File: src/rtl/csl_pkg.sv
// shared constants, types and score helpers for the color spot locator
`default_nettype none

package csl_pkg;

    localparam int CSL_COORD_BITS  = 12;
    localparam int CSL_QUEUE_DEPTH = 4;
    localparam int CSL_FRAME_BITS  = 13;
    localparam int CSL_CHAN_W      = 8;
    localparam int CSL_SUM_W       = 10;
    localparam int CSL_CBEST_W     = 11;
    localparam int CSL_FBEST_W     = 9;
    localparam int CSL_SPOTS       = 4;
    localparam int CSL_EDGE        = 3;

    localparam int CSL_SPOT_BLUE  = 0;
    localparam int CSL_SPOT_GREEN = 1;
    localparam int CSL_SPOT_RED   = 2;
    localparam int CSL_SPOT_WHITE = 3;

    localparam int CSL_CFG_IDX_W = 2;
    localparam logic [CSL_CFG_IDX_W-1:0] CSL_REG_FRAME_WIDTH  = 2'd0;
    localparam logic [CSL_CFG_IDX_W-1:0] CSL_REG_FRAME_HEIGHT = 2'd1;

    localparam logic [CSL_FRAME_BITS-1:0] CSL_WIDTH_RESET  = 13'd640;
    localparam logic [CSL_FRAME_BITS-1:0] CSL_HEIGHT_RESET = 13'd480;

    typedef struct packed {
        logic refine;
        logic eof;
        logic in_frame;
    } csl_flags_t;

    // coarse pass: clamped dominance scores and brightness
    // refine pass: blue, green, red and blue plus green
    typedef struct packed {
        logic [CSL_CHAN_W-1:0] s0;
        logic [CSL_CHAN_W-1:0] s1;
        logic [CSL_CHAN_W-1:0] s2;
        logic [CSL_SUM_W-1:0]  s3;
    } csl_scores_t;

    function automatic logic [CSL_CBEST_W-1:0] csl_coarse_score(csl_scores_t s, int k);
        logic [CSL_CBEST_W-1:0] v;
        case (k)
            CSL_SPOT_BLUE:  v = CSL_CBEST_W'(s.s0);
            CSL_SPOT_GREEN: v = CSL_CBEST_W'(s.s1);
            CSL_SPOT_RED:   v = CSL_CBEST_W'(s.s2);
            default:        v = CSL_CBEST_W'(s.s3);
        endcase
        return v;
    endfunction

    function automatic logic [CSL_FBEST_W-1:0] csl_fine_score(csl_scores_t s, int k);
        logic [CSL_FBEST_W-1:0] v;
        case (k)
            CSL_SPOT_BLUE:  v = CSL_FBEST_W'(s.s0);
            CSL_SPOT_GREEN: v = CSL_FBEST_W'(s.s1);
            CSL_SPOT_RED:   v = CSL_FBEST_W'(s.s2);
            default:        v = s.s3[CSL_FBEST_W-1:0];
        endcase
        return v;
    endfunction

endpackage

`default_nettype wire

File: src/rtl/csl_front.sv
// front stage: accepts pixels, range checks them and forms the scores
`default_nettype none

module csl_front
    import csl_pkg::*;
#(
    parameter int COORD_BITS = CSL_COORD_BITS
)
(
    input  wire logic                      clk,
    input  wire logic                      rst_n,
    input  wire logic [CSL_FRAME_BITS-1:0] frame_width,
    input  wire logic [CSL_FRAME_BITS-1:0] frame_height,
    input  wire logic                      in_valid,
    output logic                           in_stall,
    input  wire logic                      kind,
    input  wire logic [COORD_BITS-1:0]     pixel_row,
    input  wire logic [COORD_BITS-1:0]     pixel_col,
    input  wire logic [CSL_CHAN_W-1:0]     blue,
    input  wire logic [CSL_CHAN_W-1:0]     green,
    input  wire logic [CSL_CHAN_W-1:0]     red,
    input  wire logic                      end_of_frame,
    output logic                           item_valid,
    input  wire logic                      item_full,
    output csl_flags_t                     item_flags,
    output logic [COORD_BITS-1:0]          item_row,
    output logic [COORD_BITS-1:0]          item_col,
    output csl_scores_t                    item_scores
);

    localparam int CW = ((COORD_BITS > CSL_FRAME_BITS) ? COORD_BITS : CSL_FRAME_BITS) + 1;

    logic        valid_reg;
    logic        valid_next;
    logic        accept;
    csl_flags_t  flags_reg;
    csl_flags_t  flags_next;
    logic [COORD_BITS-1:0] row_reg;
    logic [COORD_BITS-1:0] col_reg;
    csl_scores_t scores_reg;
    csl_scores_t scores_next;

    assign in_stall = valid_reg && item_full;
    assign accept   = in_valid && !in_stall;

    always_comb
    begin
        if (accept)
        begin
            valid_next = 1'b1;
        end
        else if (!item_full)
        begin
            valid_next = 1'b0;
        end
        else
        begin
            valid_next = valid_reg;
        end
    end

    always_comb
    begin
        logic [CSL_CHAN_W:0]  gr;
        logic [CSL_CHAN_W:0]  br;
        logic [CSL_CHAN_W:0]  bg;
        logic [CSL_SUM_W-1:0] sum;
        logic [CW-1:0]        row_x;
        logic [CW-1:0]        col_x;
        gr    = {1'b0, green} + {1'b0, red};
        br    = {1'b0, blue} + {1'b0, red};
        bg    = {1'b0, blue} + {1'b0, green};
        sum   = CSL_SUM_W'(bg) + CSL_SUM_W'(red);
        row_x = CW'(pixel_row);
        col_x = CW'(pixel_col);

        flags_next.refine   = kind;
        flags_next.eof      = end_of_frame;
        flags_next.in_frame = (row_x >= CW'(CSL_EDGE)) && (col_x >= CW'(CSL_EDGE))
                              && (row_x < CW'(frame_height)) && (col_x < CW'(frame_width));

        if (kind)
        begin
            scores_next.s0 = blue;
            scores_next.s1 = green;
            scores_next.s2 = red;
            scores_next.s3 = CSL_SUM_W'(bg);
        end
        else
        begin
            // negative dominance never beats a best that starts at zero
            scores_next.s0 = ({1'b0, blue} > gr) ? CSL_CHAN_W'({1'b0, blue} - gr) : '0;
            scores_next.s1 = ({1'b0, green} > br) ? CSL_CHAN_W'({1'b0, green} - br) : '0;
            scores_next.s2 = ({1'b0, red} > bg) ? CSL_CHAN_W'({1'b0, red} - bg) : '0;
            scores_next.s3 = sum;
        end
    end

    always_ff @(posedge clk or negedge rst_n)
    begin
        if (!rst_n)
        begin
            valid_reg <= 1'b0;
        end
        else
        begin
            valid_reg <= valid_next;
        end
    end

    always_ff @(posedge clk)
    begin
        if (accept)
        begin
            flags_reg  <= flags_next;
            row_reg    <= pixel_row;
            col_reg    <= pixel_col;
            scores_reg <= scores_next;
        end
    end

    assign item_valid  = valid_reg;
    assign item_flags  = flags_reg;
    assign item_row    = row_reg;
    assign item_col    = col_reg;
    assign item_scores = scores_reg;

endmodule

`default_nettype wire

File: src/rtl/csl_queue.sv
// small fifo between the front and back stages
`default_nettype none

module csl_queue
    import csl_pkg::*;
#(
    parameter int WIDTH = 8,
    parameter int DEPTH = CSL_QUEUE_DEPTH
)
(
    input  wire logic             clk,
    input  wire logic             rst_n,
    input  wire logic             push_valid,
    output logic                  full,
    input  wire logic [WIDTH-1:0] wdata,
    output logic                  head_valid,
    input  wire logic             pop,
    output logic [WIDTH-1:0]      rdata
);

    localparam int PTR_W = $clog2(DEPTH);
    localparam int CNT_W = $clog2(DEPTH + 1);

    logic [WIDTH-1:0] mem_reg [DEPTH];
    logic [PTR_W-1:0] wr_ptr_reg;
    logic [PTR_W-1:0] wr_ptr_next;
    logic [PTR_W-1:0] rd_ptr_reg;
    logic [PTR_W-1:0] rd_ptr_next;
    logic [CNT_W-1:0] count_reg;
    logic [CNT_W-1:0] count_next;
    logic             push;

    assign full       = (count_reg == CNT_W'(DEPTH));
    assign head_valid = (count_reg != '0);
    assign push       = push_valid && !full;
    assign rdata      = mem_reg[rd_ptr_reg];

    always_comb
    begin
        wr_ptr_next = wr_ptr_reg;
        rd_ptr_next = rd_ptr_reg;
        count_next  = count_reg;
        if (push)
        begin
            wr_ptr_next = (wr_ptr_reg == PTR_W'(DEPTH - 1)) ? '0 : wr_ptr_reg + 1'b1;
        end
        if (pop)
        begin
            rd_ptr_next = (rd_ptr_reg == PTR_W'(DEPTH - 1)) ? '0 : rd_ptr_reg + 1'b1;
        end
        if (push && !pop)
        begin
            count_next = count_reg + 1'b1;
        end
        else if (pop && !push)
        begin
            count_next = count_reg - 1'b1;
        end
    end

    always_ff @(posedge clk or negedge rst_n)
    begin
        if (!rst_n)
        begin
            wr_ptr_reg <= '0;
            rd_ptr_reg <= '0;
            count_reg  <= '0;
        end
        else
        begin
            wr_ptr_reg <= wr_ptr_next;
            rd_ptr_reg <= rd_ptr_next;
            count_reg  <= count_next;
        end
    end

    always_ff @(posedge clk)
    begin
        if (push)
        begin
            mem_reg[wr_ptr_reg] <= wdata;
        end
    end

endmodule

`default_nettype wire

File: src/rtl/csl_back.sv
// back stage: coarse and refine spot tracking and the result register
`default_nettype none

module csl_back
    import csl_pkg::*;
#(
    parameter int COORD_BITS = CSL_COORD_BITS
)
(
    input  wire logic                      clk,
    input  wire logic                      rst_n,
    input  wire logic [CSL_FRAME_BITS-1:0] frame_width,
    input  wire logic [CSL_FRAME_BITS-1:0] frame_height,
    input  wire logic                      item_valid,
    output logic                           item_pop,
    input  wire csl_flags_t                item_flags,
    input  wire logic [COORD_BITS-1:0]     item_row,
    input  wire logic [COORD_BITS-1:0]     item_col,
    input  wire csl_scores_t               item_scores,
    output logic                           res_valid,
    input  wire logic                      res_stall,
    output logic [COORD_BITS-1:0]          res_row [CSL_SPOTS],
    output logic [COORD_BITS-1:0]          res_col [CSL_SPOTS],
    output logic                           res_all_found
);

    localparam int CW = ((COORD_BITS > CSL_FRAME_BITS) ? COORD_BITS : CSL_FRAME_BITS) + 1;

    logic [COORD_BITS-1:0]  coarse_row_reg  [CSL_SPOTS];
    logic [COORD_BITS-1:0]  coarse_row_next [CSL_SPOTS];
    logic [COORD_BITS-1:0]  coarse_col_reg  [CSL_SPOTS];
    logic [COORD_BITS-1:0]  coarse_col_next [CSL_SPOTS];
    logic [CSL_CBEST_W-1:0] coarse_best_reg  [CSL_SPOTS];
    logic [CSL_CBEST_W-1:0] coarse_best_next [CSL_SPOTS];
    logic [COORD_BITS-1:0]  fine_row_reg  [CSL_SPOTS];
    logic [COORD_BITS-1:0]  fine_row_next [CSL_SPOTS];
    logic [COORD_BITS-1:0]  fine_col_reg  [CSL_SPOTS];
    logic [COORD_BITS-1:0]  fine_col_next [CSL_SPOTS];
    logic [CSL_FBEST_W-1:0] fine_best_reg  [CSL_SPOTS];
    logic [CSL_FBEST_W-1:0] fine_best_next [CSL_SPOTS];
    logic [COORD_BITS-1:0]  upd_row [CSL_SPOTS];
    logic [COORD_BITS-1:0]  upd_col [CSL_SPOTS];
    logic [CSL_FBEST_W-1:0] upd_best [CSL_SPOTS];

    logic [COORD_BITS-1:0]  out_row_reg [CSL_SPOTS];
    logic [COORD_BITS-1:0]  out_col_reg [CSL_SPOTS];
    logic                   out_all_reg;
    logic                   out_all_next;
    logic                   out_valid_reg;
    logic                   out_valid_next;

    logic makes_result;
    logic slot_free;
    logic load_result;

    assign makes_result = item_flags.refine && item_flags.eof;
    assign slot_free    = !out_valid_reg || !res_stall;
    assign item_pop     = item_valid && (!makes_result || slot_free);
    assign load_result  = item_pop && makes_result;

    always_comb
    begin
        logic [CW-1:0]          cr;
        logic [CW-1:0]          cc;
        logic [CW-1:0]          row_x;
        logic [CW-1:0]          col_x;
        logic [CW-1:0]          edge_x;
        logic                   win_ok;
        logic                   in_win;
        logic [CSL_CBEST_W-1:0] cscore;
        logic [CSL_FBEST_W-1:0] fscore;
        row_x        = CW'(item_row);
        col_x        = CW'(item_col);
        edge_x       = CW'(CSL_EDGE);
        out_all_next = 1'b1;
        for (int k = 0; k < CSL_SPOTS; k++)
        begin
            coarse_row_next[k]  = coarse_row_reg[k];
            coarse_col_next[k]  = coarse_col_reg[k];
            coarse_best_next[k] = coarse_best_reg[k];
            upd_row[k]          = fine_row_reg[k];
            upd_col[k]          = fine_col_reg[k];
            upd_best[k]         = fine_best_reg[k];

            cr     = CW'(coarse_row_reg[k]);
            cc     = CW'(coarse_col_reg[k]);
            cscore = csl_coarse_score(item_scores, k);
            fscore = csl_fine_score(item_scores, k);
            // the whole 6x6 window must sit inside the frame
            win_ok = (cr > edge_x) && (cr + edge_x < CW'(frame_height))
                     && (cc > edge_x) && (cc + edge_x < CW'(frame_width));
            in_win = !((row_x + edge_x < cr) || (row_x >= cr + edge_x)
                       || (col_x + edge_x < cc) || (col_x >= cc + edge_x));

            if (item_pop && !item_flags.refine)
            begin
                if (item_flags.in_frame && (cscore > coarse_best_reg[k]))
                begin
                    coarse_best_next[k] = cscore;
                    coarse_row_next[k]  = item_row;
                    coarse_col_next[k]  = item_col;
                end
            end
            else if (item_pop && item_flags.refine)
            begin
                if (win_ok && in_win && (fscore > fine_best_reg[k]))
                begin
                    upd_best[k] = fscore;
                    upd_row[k]  = item_row;
                    upd_col[k]  = item_col;
                end
            end

            if ((upd_row[k] == '0) || (upd_col[k] == '0))
            begin
                out_all_next = 1'b0;
            end

            if (load_result)
            begin
                coarse_row_next[k]  = '0;
                coarse_col_next[k]  = '0;
                coarse_best_next[k] = '0;
                fine_row_next[k]    = '0;
                fine_col_next[k]    = '0;
                fine_best_next[k]   = '0;
            end
            else
            begin
                fine_row_next[k]  = upd_row[k];
                fine_col_next[k]  = upd_col[k];
                fine_best_next[k] = upd_best[k];
            end
        end
    end

    always_comb
    begin
        if (load_result)
        begin
            out_valid_next = 1'b1;
        end
        else if (!res_stall)
        begin
            out_valid_next = 1'b0;
        end
        else
        begin
            out_valid_next = out_valid_reg;
        end
    end

    always_ff @(posedge clk or negedge rst_n)
    begin
        if (!rst_n)
        begin
            out_valid_reg <= 1'b0;
            for (int k = 0; k < CSL_SPOTS; k++)
            begin
                coarse_row_reg[k]  <= '0;
                coarse_col_reg[k]  <= '0;
                coarse_best_reg[k] <= '0;
                fine_row_reg[k]    <= '0;
                fine_col_reg[k]    <= '0;
                fine_best_reg[k]   <= '0;
            end
        end
        else
        begin
            out_valid_reg <= out_valid_next;
            for (int k = 0; k < CSL_SPOTS; k++)
            begin
                coarse_row_reg[k]  <= coarse_row_next[k];
                coarse_col_reg[k]  <= coarse_col_next[k];
                coarse_best_reg[k] <= coarse_best_next[k];
                fine_row_reg[k]    <= fine_row_next[k];
                fine_col_reg[k]    <= fine_col_next[k];
                fine_best_reg[k]   <= fine_best_next[k];
            end
        end
    end

    always_ff @(posedge clk)
    begin
        if (load_result)
        begin
            out_all_reg <= out_all_next;
            for (int k = 0; k < CSL_SPOTS; k++)
            begin
                out_row_reg[k] <= upd_row[k];
                out_col_reg[k] <= upd_col[k];
            end
        end
    end

    assign res_valid     = out_valid_reg;
    assign res_all_found = out_all_reg;
    assign res_row       = out_row_reg;
    assign res_col       = out_col_reg;

endmodule

`default_nettype wire

File: src/rtl/color_spot_locator.sv
// top level of the color spot locator
//
// Pixels come in on the input channel (in_valid / in_stall), one per
// clock when not stalled, first a coarse pass (kind 0) and then a refine
// pass (kind 1) over the same frame in raster order. The refine pixel
// flagged end_of_frame produces one result on the output channel
// (out_valid / out_stall): four refined spot positions and all_found.
// Every other pixel produces nothing.
// Throughput is one pixel per cycle while in_stall is low; the back stage
// updates all four spots together for each pixel. With an empty queue
// out_valid rises once the input transfer has passed the front register,
// the queue and then the result register. cfg_ready is always high.
// frame_width and frame_height must be written on the cfg channel only
// while the block is idle; the block itself does not enforce this.
// Reset clears all spot state and sets the frame to 640 x 480.
// When the receiver stalls, the result holds; pixels keep flowing until
// the next result needs the output register, then the queue fills and
// in_stall rises.
`default_nettype none

module color_spot_locator
    import csl_pkg::*;
#(
    parameter int COORD_BITS  = CSL_COORD_BITS,
    parameter int QUEUE_DEPTH = CSL_QUEUE_DEPTH
)
(
    input  wire logic                      clk,
    input  wire logic                      rst_n,
    input  wire logic                      in_valid,
    output logic                           in_stall,
    input  wire logic                      kind,
    input  wire logic [COORD_BITS-1:0]     pixel_row,
    input  wire logic [COORD_BITS-1:0]     pixel_col,
    input  wire logic [CSL_CHAN_W-1:0]     blue,
    input  wire logic [CSL_CHAN_W-1:0]     green,
    input  wire logic [CSL_CHAN_W-1:0]     red,
    input  wire logic                      end_of_frame,
    output logic                           out_valid,
    input  wire logic                      out_stall,
    output logic [COORD_BITS-1:0]          blue_spot_row,
    output logic [COORD_BITS-1:0]          blue_spot_col,
    output logic [COORD_BITS-1:0]          green_spot_row,
    output logic [COORD_BITS-1:0]          green_spot_col,
    output logic [COORD_BITS-1:0]          red_spot_row,
    output logic [COORD_BITS-1:0]          red_spot_col,
    output logic [COORD_BITS-1:0]          white_spot_row,
    output logic [COORD_BITS-1:0]          white_spot_col,
    output logic                           all_found,
    input  wire logic                      cfg_valid,
    output logic                           cfg_ready,
    input  wire logic [CSL_CFG_IDX_W-1:0]  cfg_index,
    input  wire logic [CSL_FRAME_BITS-1:0] cfg_data
);

    localparam int ITEM_W = $bits(csl_flags_t) + 2 * COORD_BITS + $bits(csl_scores_t);

    logic [CSL_FRAME_BITS-1:0] frame_width_reg;
    logic [CSL_FRAME_BITS-1:0] frame_height_reg;

    logic                  front_valid;
    logic                  queue_full;
    csl_flags_t            front_flags;
    logic [COORD_BITS-1:0] front_row;
    logic [COORD_BITS-1:0] front_col;
    csl_scores_t           front_scores;
    logic [ITEM_W-1:0]     queue_wdata;
    logic [ITEM_W-1:0]     queue_rdata;
    logic                  queue_head_valid;
    logic                  queue_pop;

    csl_flags_t            back_flags;
    logic [COORD_BITS-1:0] back_row;
    logic [COORD_BITS-1:0] back_col;
    csl_scores_t           back_scores;
    logic [COORD_BITS-1:0] res_row [CSL_SPOTS];
    logic [COORD_BITS-1:0] res_col [CSL_SPOTS];

    assign cfg_ready = 1'b1;

    always_ff @(posedge clk or negedge rst_n)
    begin
        if (!rst_n)
        begin
            frame_width_reg  <= CSL_WIDTH_RESET;
            frame_height_reg <= CSL_HEIGHT_RESET;
        end
        else if (cfg_valid && cfg_ready)
        begin
            case (cfg_index)
                CSL_REG_FRAME_WIDTH:  frame_width_reg  <= cfg_data;
                CSL_REG_FRAME_HEIGHT: frame_height_reg <= cfg_data;
                default: ;
            endcase
        end
    end

    csl_front #(
        .COORD_BITS(COORD_BITS)
    ) u_front (
        .clk          (clk),
        .rst_n        (rst_n),
        .frame_width  (frame_width_reg),
        .frame_height (frame_height_reg),
        .in_valid     (in_valid),
        .in_stall     (in_stall),
        .kind         (kind),
        .pixel_row    (pixel_row),
        .pixel_col    (pixel_col),
        .blue         (blue),
        .green        (green),
        .red          (red),
        .end_of_frame (end_of_frame),
        .item_valid   (front_valid),
        .item_full    (queue_full),
        .item_flags   (front_flags),
        .item_row     (front_row),
        .item_col     (front_col),
        .item_scores  (front_scores)
    );

    assign queue_wdata = {front_flags, front_row, front_col, front_scores};

    csl_queue #(
        .WIDTH(ITEM_W),
        .DEPTH(QUEUE_DEPTH)
    ) u_queue (
        .clk        (clk),
        .rst_n      (rst_n),
        .push_valid (front_valid),
        .full       (queue_full),
        .wdata      (queue_wdata),
        .head_valid (queue_head_valid),
        .pop        (queue_pop),
        .rdata      (queue_rdata)
    );

    assign {back_flags, back_row, back_col, back_scores} = queue_rdata;

    csl_back #(
        .COORD_BITS(COORD_BITS)
    ) u_back (
        .clk           (clk),
        .rst_n         (rst_n),
        .frame_width   (frame_width_reg),
        .frame_height  (frame_height_reg),
        .item_valid    (queue_head_valid),
        .item_pop      (queue_pop),
        .item_flags    (back_flags),
        .item_row      (back_row),
        .item_col      (back_col),
        .item_scores   (back_scores),
        .res_valid     (out_valid),
        .res_stall     (out_stall),
        .res_row       (res_row),
        .res_col       (res_col),
        .res_all_found (all_found)
    );

    assign blue_spot_row  = res_row[CSL_SPOT_BLUE];
    assign blue_spot_col  = res_col[CSL_SPOT_BLUE];
    assign green_spot_row = res_row[CSL_SPOT_GREEN];
    assign green_spot_col = res_col[CSL_SPOT_GREEN];
    assign red_spot_row   = res_row[CSL_SPOT_RED];
    assign red_spot_col   = res_col[CSL_SPOT_RED];
    assign white_spot_row = res_row[CSL_SPOT_WHITE];
    assign white_spot_col = res_col[CSL_SPOT_WHITE];

endmodule

`default_nettype wire
File: config.mk
export PLATFORM = sky130hd
export DESIGN_NAME = color_spot_locator
export DESIGN_NICKNAME = d
export VERILOG_FILES = /design/src/rtl/csl_pkg.sv /design/src/rtl/csl_front.sv /design/src/rtl/csl_queue.sv /design/src/rtl/csl_back.sv /design/src/rtl/color_spot_locator.sv
export SDC_FILE = /design/constraint.sdc
export NUM_CORES = 1
export LEC_CHECK = 0
export BUFFER_PORTS_ARGS = -buffer_cell sky130_fd_sc_hd__clkbuf_2
export CAP_MARGIN = 20
export CORE_AREA = 8 8 425 427
export CTS_CLUSTER_DIAMETER = 50
export DETAILED_ROUTE_END_ITERATION = 10
export DIE_AREA = 0 0 433 435
export PLACE_DENSITY = 0.47
export SETUP_SLACK_MARGIN = 0.5
export SLEW_MARGIN = 20
export SYNTH_ARGS = -nofsm -noshare
export SYNTH_HDL_FRONTEND = slang
export SYNTH_SLANG_ARGS = --single-unit
export TNS_END_PERCENT = 20
File: constraint.sdc
create_clock -name clk -period 5.1 [get_ports clk]
set_input_delay 0.765 -clock clk [delete_from_list [all_inputs] [get_ports clk]]
set_output_delay 0.765 -clock clk [all_outputs]
set_load 0.05 [all_outputs]
---- Word-level counts from Yosys, hierarchy flattened ----
Memories as Yosys holds them, arrays and structs flattened.
Cells that the tools add are included.
Widths: inputs -> output; s select.
storage, ports and cells
  flip-flop bits (word level) ............. 465
  RAM bits ................................ 244
  input port bits ......................... 70
  output and inout port bits .............. 100
  word-level logic and storage cells ...... 324
  memories ................................ 1
memories
  name             words  width  rd ports  clocked after memory_dff  wr ports  line             RTL
  u_queue.mem_reg  4      61     1         0                         1         csl_queue.sv:24  logic [WIDTH-1:0] mem_reg [DEPTH];
cells by class
  add/sub/neg operators ................... 21
  magnitude comparators ................... 47
  equality and inequality tests ........... 7
  muxes and demuxes ....................... 99
  reduce and logical (&&, ||, !) cells .... 99
operators by type and width
  cell                   number
  $mux 12                56
  $mux 9                 16
  $mux 11                12
  $add 12x2->13 const B  10
  $ge 12x14->1           8
  $lt 14x12->1           8
  $lt 14x13->1           8
  $gt 12x2->1 const B    8
  $logic_not 12->1       8
  $gt 8x9->1             6
  $logic_and 1x1->1      37
  $mux 34                1
  $gt 8x11->1            3
  $add 8x8->9            3
  $lt 12x13->1           2
  $ge 12x2->1 const B    2
  $mux 8                 3
  $sub 8x8->8            3
  $reduce_bool 2->1      11
  $logic_or 1x1->1       18
  $logic_not 1->1        12
  $reduce_and 2->1       6
  $reduce_and 3->1       4
  $gt 10x11->1           1
  other kinds (16)       27

---- Depth between registers and ports, before layout ----
Gate-level depths: netlist of the first run.
An unclocked memory read counts as a cell.
  depth in word-level cells ............... 15
  gate-level depth with buffers ........... 21
  depth with buffers taken out ............ 17

---- Cells and area by module ----
A second synthesis of the first run with hierarchy kept.
unflattened totals
  cell total of the unflattened synthesis .. 3,484
  area total of the unflattened synthesis .. 40,298.6 µm²
by module, submodules not included
  module              times used  cells an instance  area an instance (µm²)  seq. area each (µm²)
  csl_back            1           2,591              25,004.0                9,419.0
  csl_queue           1           356                9,308.9                 7,502.2
  csl_front           1           479                4,962.3                 1,856.8
  color_spot_locator  1           58                 1,023.5                 658.1

---- Least setup slack after synthesis of the first run ----
No wires, ideal clock.
  kind .................................... flip-flop to flip-flop
  from .................................... reg u_queue.rd_ptr_reg[0]
  to ...................................... reg u_back.out_all_reg, in the netlist u_back.res_all_found (enable)
  setup time .............................. 0.499 ns
  arrival time ............................ 4.822 ns
  required time ........................... 4.601 ns
  path slack .............................. -0.221 ns
  stages on the path, launching flop included .. 10
  buffers on the path ..................... 4
  clock period less this slack ............ 5.321 ns
  cell sequence ........................... dfrtp_1 buf_6 buf_12 mux4_2 nand3_2 and3_4 nand2_1 inv_1 clkbuf_1 clkbuf_1
on the way
  cells in the longest elaborated chain, start to end .. 6
RTL lines
  element                 line             RTL
  from (decl)             csl_queue.sv:27  logic [PTR_W-1:0] rd_ptr_reg;
  from (signal assigned)  csl_queue.sv:72  rd_ptr_reg <= rd_ptr_next;
  $mem_v2 4x61 *          n/a
  $logic_and 1x1->1 *     csl_back.sv:56   assign makes_result = item_flags.refine && item_flags.eof;
  $logic_not 1->1         csl_back.sv:58   assign item_pop = item_valid && (!makes_result || slot_free);
  $logic_or 1x1->1        csl_back.sv:58
  $logic_and 1x1->1       csl_back.sv:58
  $logic_and 1x1->1 *     csl_back.sv:59   assign load_result = item_pop && makes_result;
  via u_back.load_result  csl_back.sv:54   logic load_result;
  to (signal assigned)    csl_back.sv:187  out_all_reg <= out_all_next;
  to (decl)               csl_back.sv:47   logic out_all_reg;
Mark *: on every way through the listed nets, which the timed path passes. The rest lies on a longest branch.
A chain may end at the register's enable or synchronous reset.

==> results of run 1 <==
## layer usage
layer,global-route usage [%],up-vias
met1,18.0,13322
met5,0,-
li1,-,12591
met3,1.96,155
met4,3.83,0
met2,20.5,637
## worst max-delay path, delay by kind of cell (launching register included)
| kind | cells | cell delay [ns] |
|---|---|---|
| AOI/OAI and AO/OA | 2 | 0.58 |
| adders and majority gates | 2 | 0.51 |
| buffers and inverters | 4 | 0.59 |
| DFF | 1 | 0.44 |
| muxes | 1 | 0.34 |
| and+or+nand+nor | 7 | 1.93 |
## cell families (layout without fill, tap and decap cells)
family | after synthesis | count (layout) | share of synthesized area [%]
mux | 299 | 299 | 10.4
compound gates | 521 | 521 | 8.58
xor+xnor | 144 | 144 | 3.18
simple gates | 706 | 706 | 9.39
buf+inv | 436 | 836 | 4.78
flops | 696 | 696 | 49.1
other cells | 1 | 1 | 0.00947
fa+ha+maj | 457 | 457 | 14.6
## synthesized netlist by cell type, drive strengths merged (8+ instances only)
library cell  number  area share [%]
nor4              61            0.98
mux2             182             5.4
a22o              16            0.35
a31oi              9            0.14
nor2b             26            0.41
dfrtp            288              18
nand3             48            0.62
or4               21            0.41
a211oi            22            0.43
nor2             127             1.2
and2             121             1.9
mux4              61             3.6
o2bb2ai           21            0.46
o2111ai           10            0.22
o21a              34            0.64
mux2i             56             1.4
nand2b            22            0.35
buf               49             1.1
nand4             50            0.79
inv              338             3.2
a21oi            130             1.6
nor3              34            0.43
and3              19            0.32
o21bai            18            0.34
edfxtp           402              30
a21o              44            0.83
a2111oi            9            0.20
xor2              20            0.44
o21ai            131             1.7
nand2            147             1.4
xnor2            124             2.7
ha               449              14
fa                 8            0.40
o211ai            18            0.34
clkbuf            49            0.51
## timing repair
action | CTS | global route
setup endpoints to repair | 201 | 211
buffers inserted | 10 | 22
gates cloned | 0 | 4
gates resized for setup | 10 | 49
endpoints found under the hold margin | 0 | 0
pin swaps | 2 | 9
## worst max path at each step
stage	slack, ns	depth (start not counted)	end
5_1_grt	0.46	19	u_back.fine_col_reg[24]
3_5_place_dp	0.19	14	u_back.res_all_found
3_3_place_gp	0.17	15	u_back.res_all_found
6_report	0.58	16	u_back.fine_col_reg[24]
4_1_cts	0.48	15	u_back.res_col[24]
2_1_floorplan	0.56	20	u_back.res_all_found
## area by class of cell
| class | instances | area (µm²) | area share, % |
|---|---|---|---|
| sequential | 696 | 19400 | 40.8 |
| multi-input combinational | 2128 | 18600 | 39.0 |
| tap | 2325 | 2910 | 6.10 |
| clock buffer | 111 | 2460 | 5.15 |
| timing repair buffer | 325 | 2290 | 4.81 |
| inverter | 338 | 1270 | 2.67 |
| clock inverter | 62 | 737 | 1.54 |
## through the flow
step                      instance area (µm²)  utilization, %  cells
final                                   47700            27.5   5985
after global placement                  43900            25.3   5776
after floorplan                         39600               -   3260
after CTS                               47300            27.3   5959
after detailed placement                43900            25.3   5776
after global routing                    47700            27.5   5985
==> flow_metrics.py, run 1 <==
metrics = {
    "status": {
        "status": "completed",
    },
    "grt": {
        "grt_pass1_vias": 27353,
        "grtUsageTotal_pct": 12.9,
        "overflow": 0,
        "grt_max_degree": 151,
        "antenna_found_initial": 3,
        "grt_first_pass_wirelength_um": 183000,
    },
    "detailed_routing": {
        "wl_um": 125000,
        "route.vias.total": 26705,
        "routed-wl-met3_um": 5530,
        "viasPerCell": 4.46,
        "wl_met1_um": 59300,
        "antenna_left": 0,
        "route.detailed.drc": 0,
        "drt_iter0_drc": 1561,
        "dr.max_layer_used": "met4",
        "wl_met2_um": 57000,
        "wl_per_cell_um": 20.9,
        "first_pass_iters": 5,
    },
    "sta": {
        "tightestPinTransition_ns": 0.874,
        "finalClockSkew_ns": 0.0327,
        "period_share_pct": 88.6,
        "min_period_ns": 4.52,
        "report.final.hold_viol_count": 0,
        "fin_ws_ns": 0.581,
        "slew_headroom_pct": 41.7,
        "finalMaxSlewViolations": 0,
        "fin_setup_tns_ns": 0,
        "fmax_ghz": 0.221,
        "whs_ns": 0.0370,
        "rsz0062_at_grt": "yes",
        "setup_viol": 0,
    },
    "cts": {
        "worstSkewPairLatency_ns": 0.71,
        "cts_buffers": 92,
        "cts_buffer_depth": 3,
        "root_buffer": "clkbuf_16",
        "cts_max_level": 3,
        "tritoncts": "built",
        "cts_num_sinks": 696,
        "cts_hold_buf": 0,
        "clkSlewWorstSetupHoldPaths_ns": 0.06,
    },
    "logic_synthesis": {
        "synthCells": 3260,
        "synth_cell_types": 79,
        "netlist_area_mm2": 0.0396,
        "ys_warn_count": 0,
        "yosysSeqAreaShare_pct": 49.1,
        "synth_edf_count": 402,
        "ys.flop_type": "edfxtp_1",
        "ys_ff_latch": 696,
        "synth_nets": 3787,
        "avgSynthCellArea_um2": 12.2,
        "async_flop_share_pct": 42.2,
    },
    "critical_path": {
        "required_ns": 5.67,
        "reg2reg_from": "u_back.coarse_col_reg[24]",
        "worstSetupEndpointType": "flop",
        "critical_path_arrival_ns": 5.09,
        "critical_path.startpoint": "u_back.coarse_col_reg[24]",
        "crit_fanout": 6,
        "rrSetupSlack_ns": 0.58,
        "slowest_stage": "or4_4",
        "worstRegToRegCells": 16,
        "slowest_delay_ns": 0.53,
        "r2r_end": "u_back.fine_col_reg[24]",
        "crit_chain": "inv_1 -> ha_1 -> nor3_1 -> and3_2 -> ha_1 -> nor2b_1 -> a2111oi_2 -> nand2_1 -> or4_4 -> nor4_4 -> buf_4 -> o2111a_2 -> buf_12 -> buf_12 -> mux2_2 -> and2_1",
        "cp-start-kind": "flop",
        "critical_path_class": "reg -> reg",
    },
    "floorplanning": {
        "io_pins": 170,
        "initial_utilization_pct": 22.9,
        "core-area_mm2": 0.173,
        "rows": 153,
        "dieHeight_um": 435,
        "chipWidth_um": 433,
        "die_area_mm2": 0.188,
    },
    "cells_and_area": {
        "num-fill-cells": 17884,
        "layout_commonest_cell": "ha_1",
        "fin_nets": 4108,
        "syn2layout_area_growth_pct": 20.4,
        "mostFrequentLayoutCells": "ha_1 (449), edfxtp_1 (402), inv_1 (337)",
        "antenna_cells": 0,
        "drive_above_1_share_pct": 21.6,
        "largest_register_ffs": 244,
    },
    "placement": {
        "gp_congestion": 0.880,
        "dpl.hpwl_um": 92700,
        "port_buffers": 168,
        "place_ws_ns": 0.189,
    },
    "flow_run": {
        "cap_violations": 0,
    },
    "hold_path": {
        "hp-class": "in -> async",
    },
}
Power of run 1 is left out: the tool's default activity adds up to more than one toggle a clock period on the data nets, which glitch-free logic cannot reach.
==> run 2: changes to the inputs <==
--- a/config.mk
+++ b/config.mk
@@ -5,13 +5,14 @@
 export SDC_FILE = /design/constraint.sdc
 export NUM_CORES = 1
 export LEC_CHECK = 0
+export ABC_AREA = 1
 export BUFFER_PORTS_ARGS = -buffer_cell sky130_fd_sc_hd__clkbuf_2
 export CAP_MARGIN = 20
-export CORE_AREA = 8 8 425 427
-export CTS_CLUSTER_DIAMETER = 50
+export CORE_AREA = 8 8 429 431
+export CTS_CLUSTER_DIAMETER = 80
 export DETAILED_ROUTE_END_ITERATION = 10
-export DIE_AREA = 0 0 433 435
-export PLACE_DENSITY = 0.47
+export DIE_AREA = 0 0 437 439
+export PLACE_DENSITY = 0.46
 export SETUP_SLACK_MARGIN = 0.5
 export SLEW_MARGIN = 20
 export SYNTH_ARGS = -nofsm -noshare
==> constraint.sdc (replaced) <==
create_clock -name clk -period 4.8 [get_ports clk]
set_input_delay 0.72 -clock clk [delete_from_list [all_inputs] [get_ports clk]]
set_output_delay 0.72 -clock clk [all_outputs]
set_load 0.05 [all_outputs]
==> run 2 against run 1 <==
Effect of this change: area after synthesis increased by 2.2%; count of clock-buffer cells in the layout decreased by 14; sequential share of layout area decreased by 3.0 points; flip-flop and latch count unchanged; via count increased by 21%; synthesized cell count increased by 37%; first-iteration DRC count increased by 29%; global-route usage increased by 0.72 points; non-clock buffer count increased by 221; routed wire length increased by 8.6%; fmax decreased by 0.44%; clock skew increased by 0.021 ns.
==> flow_metrics.py, run 2 <==
metrics = {
    "detailed_routing": {
        "wl_per_cell_um": 18.3,
        "route.detailed.drc": 0,
        "viasPerCell": 4.35,
        "first_pass_iters": 5,
        "drt_iter0_drc": 2009,
        "antenna_left": 0,
        "route.vias.total": 32267,
        "wl_um": 136000,
    },
    "critical_path": {
        "worstSetupEndpointType": "flop",
        "required_ns": 5.25,
        "critical_path_arrival_ns": 4.99,
        "crit_buf_inv": 7,
        "slowest_stage": "dfrtp_4",
        "slowest_delay_ns": 0.50,
        "rrSetupSlack_ns": 0.26,
        "cp-start-kind": "flop",
        "crit_fanout": 25,
        "worstRegToRegCells": 26,
        "path_depth": 26,
        "critical_path_class": "reg -> reg",
        "cp_common_cell": "nand2_1",
        "cp_top_family": "simple AND/OR/NAND/NOR gates",
    },
    "logic_synthesis": {
        "synth_nets": 5001,
        "ys_top_cells_by_count": "nand2_1 (939), inv_1 (674), ha_1 (449)",
        "yosysTopAreaCell": "edfxtp_1",
        "synthCells": 4474,
        "post-synth-top-count-cell": "nand2_1",
        "avgSynthCellArea_um2": 9.05,
        "netlist_area_mm2": 0.0405,
        "ys.flop_type": "edfxtp_1",
        "async_flop_share_pct": 42.2,
        "ys_ff_latch": 696,
        "yosys-top-cells-area": "edfxtp_1 (30%), dfrtp_1 (18%), ha_1 (14%)",
        "synth_top_area_share_pct": 29.8,
        "ys_warn_count": 0,
        "synth_cell_types": 65,
        "yosysSeqAreaShare_pct": 48.0,
        "synth_edf_count": 402,
    },
    "cells_and_area": {
        "num-fill-cells": 18772,
        "antenna_cells": 0,
        "mostFrequentLayoutCells": "nand2_1 (893), inv_1 (641), ha_1 (438)",
        "fin_nets": 5519,
        "layout_commonest_cell": "nand2_1",
        "syn2layout_area_growth_pct": 27.0,
        "largest_register_ffs": 244,
        "drive_above_1_share_pct": 19.3,
    },
    "sta": {
        "min_period_ns": 4.54,
        "report.final.hold_viol_count": 0,
        "tightestPinTransition_ns": 0.903,
        "period_share_pct": 94.6,
        "finalMaxSlewViolations": 0,
        "slew_headroom_pct": 39.8,
        "fmax_ghz": 0.220,
        "finalClockSkew_ns": 0.0538,
        "rsz0062_at_grt": "yes",
        "whs_ns": 0.0142,
        "setup_viol": 0,
    },
    "cts": {
        "root_buffer": "clkbuf_16",
        "cts_buffer_depth": 3,
        "cts_max_level": 3,
        "worstSkewPairLatency_ns": 0.71,
        "clkSlewWorstSetupHoldPaths_ns": 0.06,
        "tritoncts": "built",
        "cts_buffers": 83,
        "cts_num_sinks": 696,
        "cts_hold_buf": 0,
    },
    "placement": {
        "port_buffers": 168,
        "gp_congestion": 0.910,
        "dpl.hpwl_um": 101000,
    },
    "status": {
        "status": "completed",
    },
    "grt": {
        "grt_first_pass_wirelength_um": 202000,
        "grt_pass1_vias": 31993,
        "grtUsageTotal_pct": 13.6,
        "grt_max_degree": 93,
        "overflow": 0,
        "antenna_found_initial": 1,
    },
    "floorplanning": {
        "chipWidth_um": 437,
        "die_area_mm2": 0.192,
        "core-area_mm2": 0.177,
        "rows": 155,
        "initial_utilization_pct": 22.8,
        "dieHeight_um": 439,
        "io_pins": 170,
    },
    "hold_path": {
        "hp-class": "in -> async",
    },
    "flow_run": {
        "cap_violations": 0,
    },
}
## run 2: repair_timing
action	4_1_cts	5_1_grt
gates resized for setup	142	189
endpoints found under the setup margin	163	205
pin swaps	45	67
cloned	11	7
buffers inserted	31	40
## run 2: worst register-to-register path, delay by kind of cell, from the launching register on
family,cells,cell delay [ns]
flops,1,0.50
simple gates,15,1.83
buf+inv,7,1.18
compound gates,3,0.47
fa+ha+maj,1,0.31
## run 2: metrics by stage
stage | cells | setup TNS [ns] | utilization [%] | cell area (µm²) | setup WS (ns)
finish | 7418 | 0 | 29.0 | 51500 | 0.261
global route | 7418 | 0 | 29.0 | 51500 | 0.0360
CTS | 7371 | 0 | 28.4 | 50300 | 0.349
detailed placement | 7173 | -0.0816 | 26.1 | 46200 | -0.0816
global placement | 7173 | -0.0188 | 26.1 | 46200 | -0.0188
floorplan | 4474 | -0.0254 | - | 40500 | -0.0254
## run 2: metal layers
layer | share of wire, % | vias up | global-route usage, %
met4 | 3.2 | 0 | 4.19
met3 | 4.1 | 205 | 1.89
met1 | 44 | 15411 | 17.4
met5 | 0 | - | 0
met2 | 49 | 669 | 23.7
li1 | - | 15982 | -
## run 2: final cells by class
| type | instances | area, µm² | share of cell area, % |
|---|---|---|---|
| Clock buffer | 97 | 2170 | 4.22 |
| Clock inverter | 59 | 778 | 1.51 |
| Inverter | 683 | 2600 | 5.05 |
| Multi-Input combinational cell | 2980 | 19100 | 37.1 |
| Sequential cell | 696 | 19400 | 37.8 |
| Tap cell | 2355 | 2950 | 5.73 |
| Timing Repair Buffer | 546 | 4400 | 8.56 |
| Timing Repair inverter | 2 | 27.5 | 0.0535 |
## run 2: logic make-up after synthesis
kind of cell / Yosys count / share of synthesized area, %
buffers and inverters: 801 / 7.82
other: 1 / 0.00926
adder cells (fa/ha/maj): 457 / 14.3
flip-flops: 696 / 48.0
AND/OR/NAND/NOR: 1649 / 17.1
AO/OA/AOI/OAI: 759 / 10.4
XOR/XNOR: 111 / 2.40
## run 2: worst paths after layout
path | startpoint | endpoint
max in group asynchronous | rst_n | u_back.coarse_row_reg[44]
worst min register to register | u_back.coarse_best_reg[12] | u_back.coarse_best_reg[12]
worst max-delay path | u_queue.rd_ptr_reg[0] | u_back.res_all_found
worst min-delay path | rst_n | u_back.coarse_row_reg[13]
min in group clk | end_of_frame | u_front.item_flags[1]
worst max register to register | u_queue.rd_ptr_reg[0] | u_back.res_all_found
Power of run 2 is left out for the same reason.
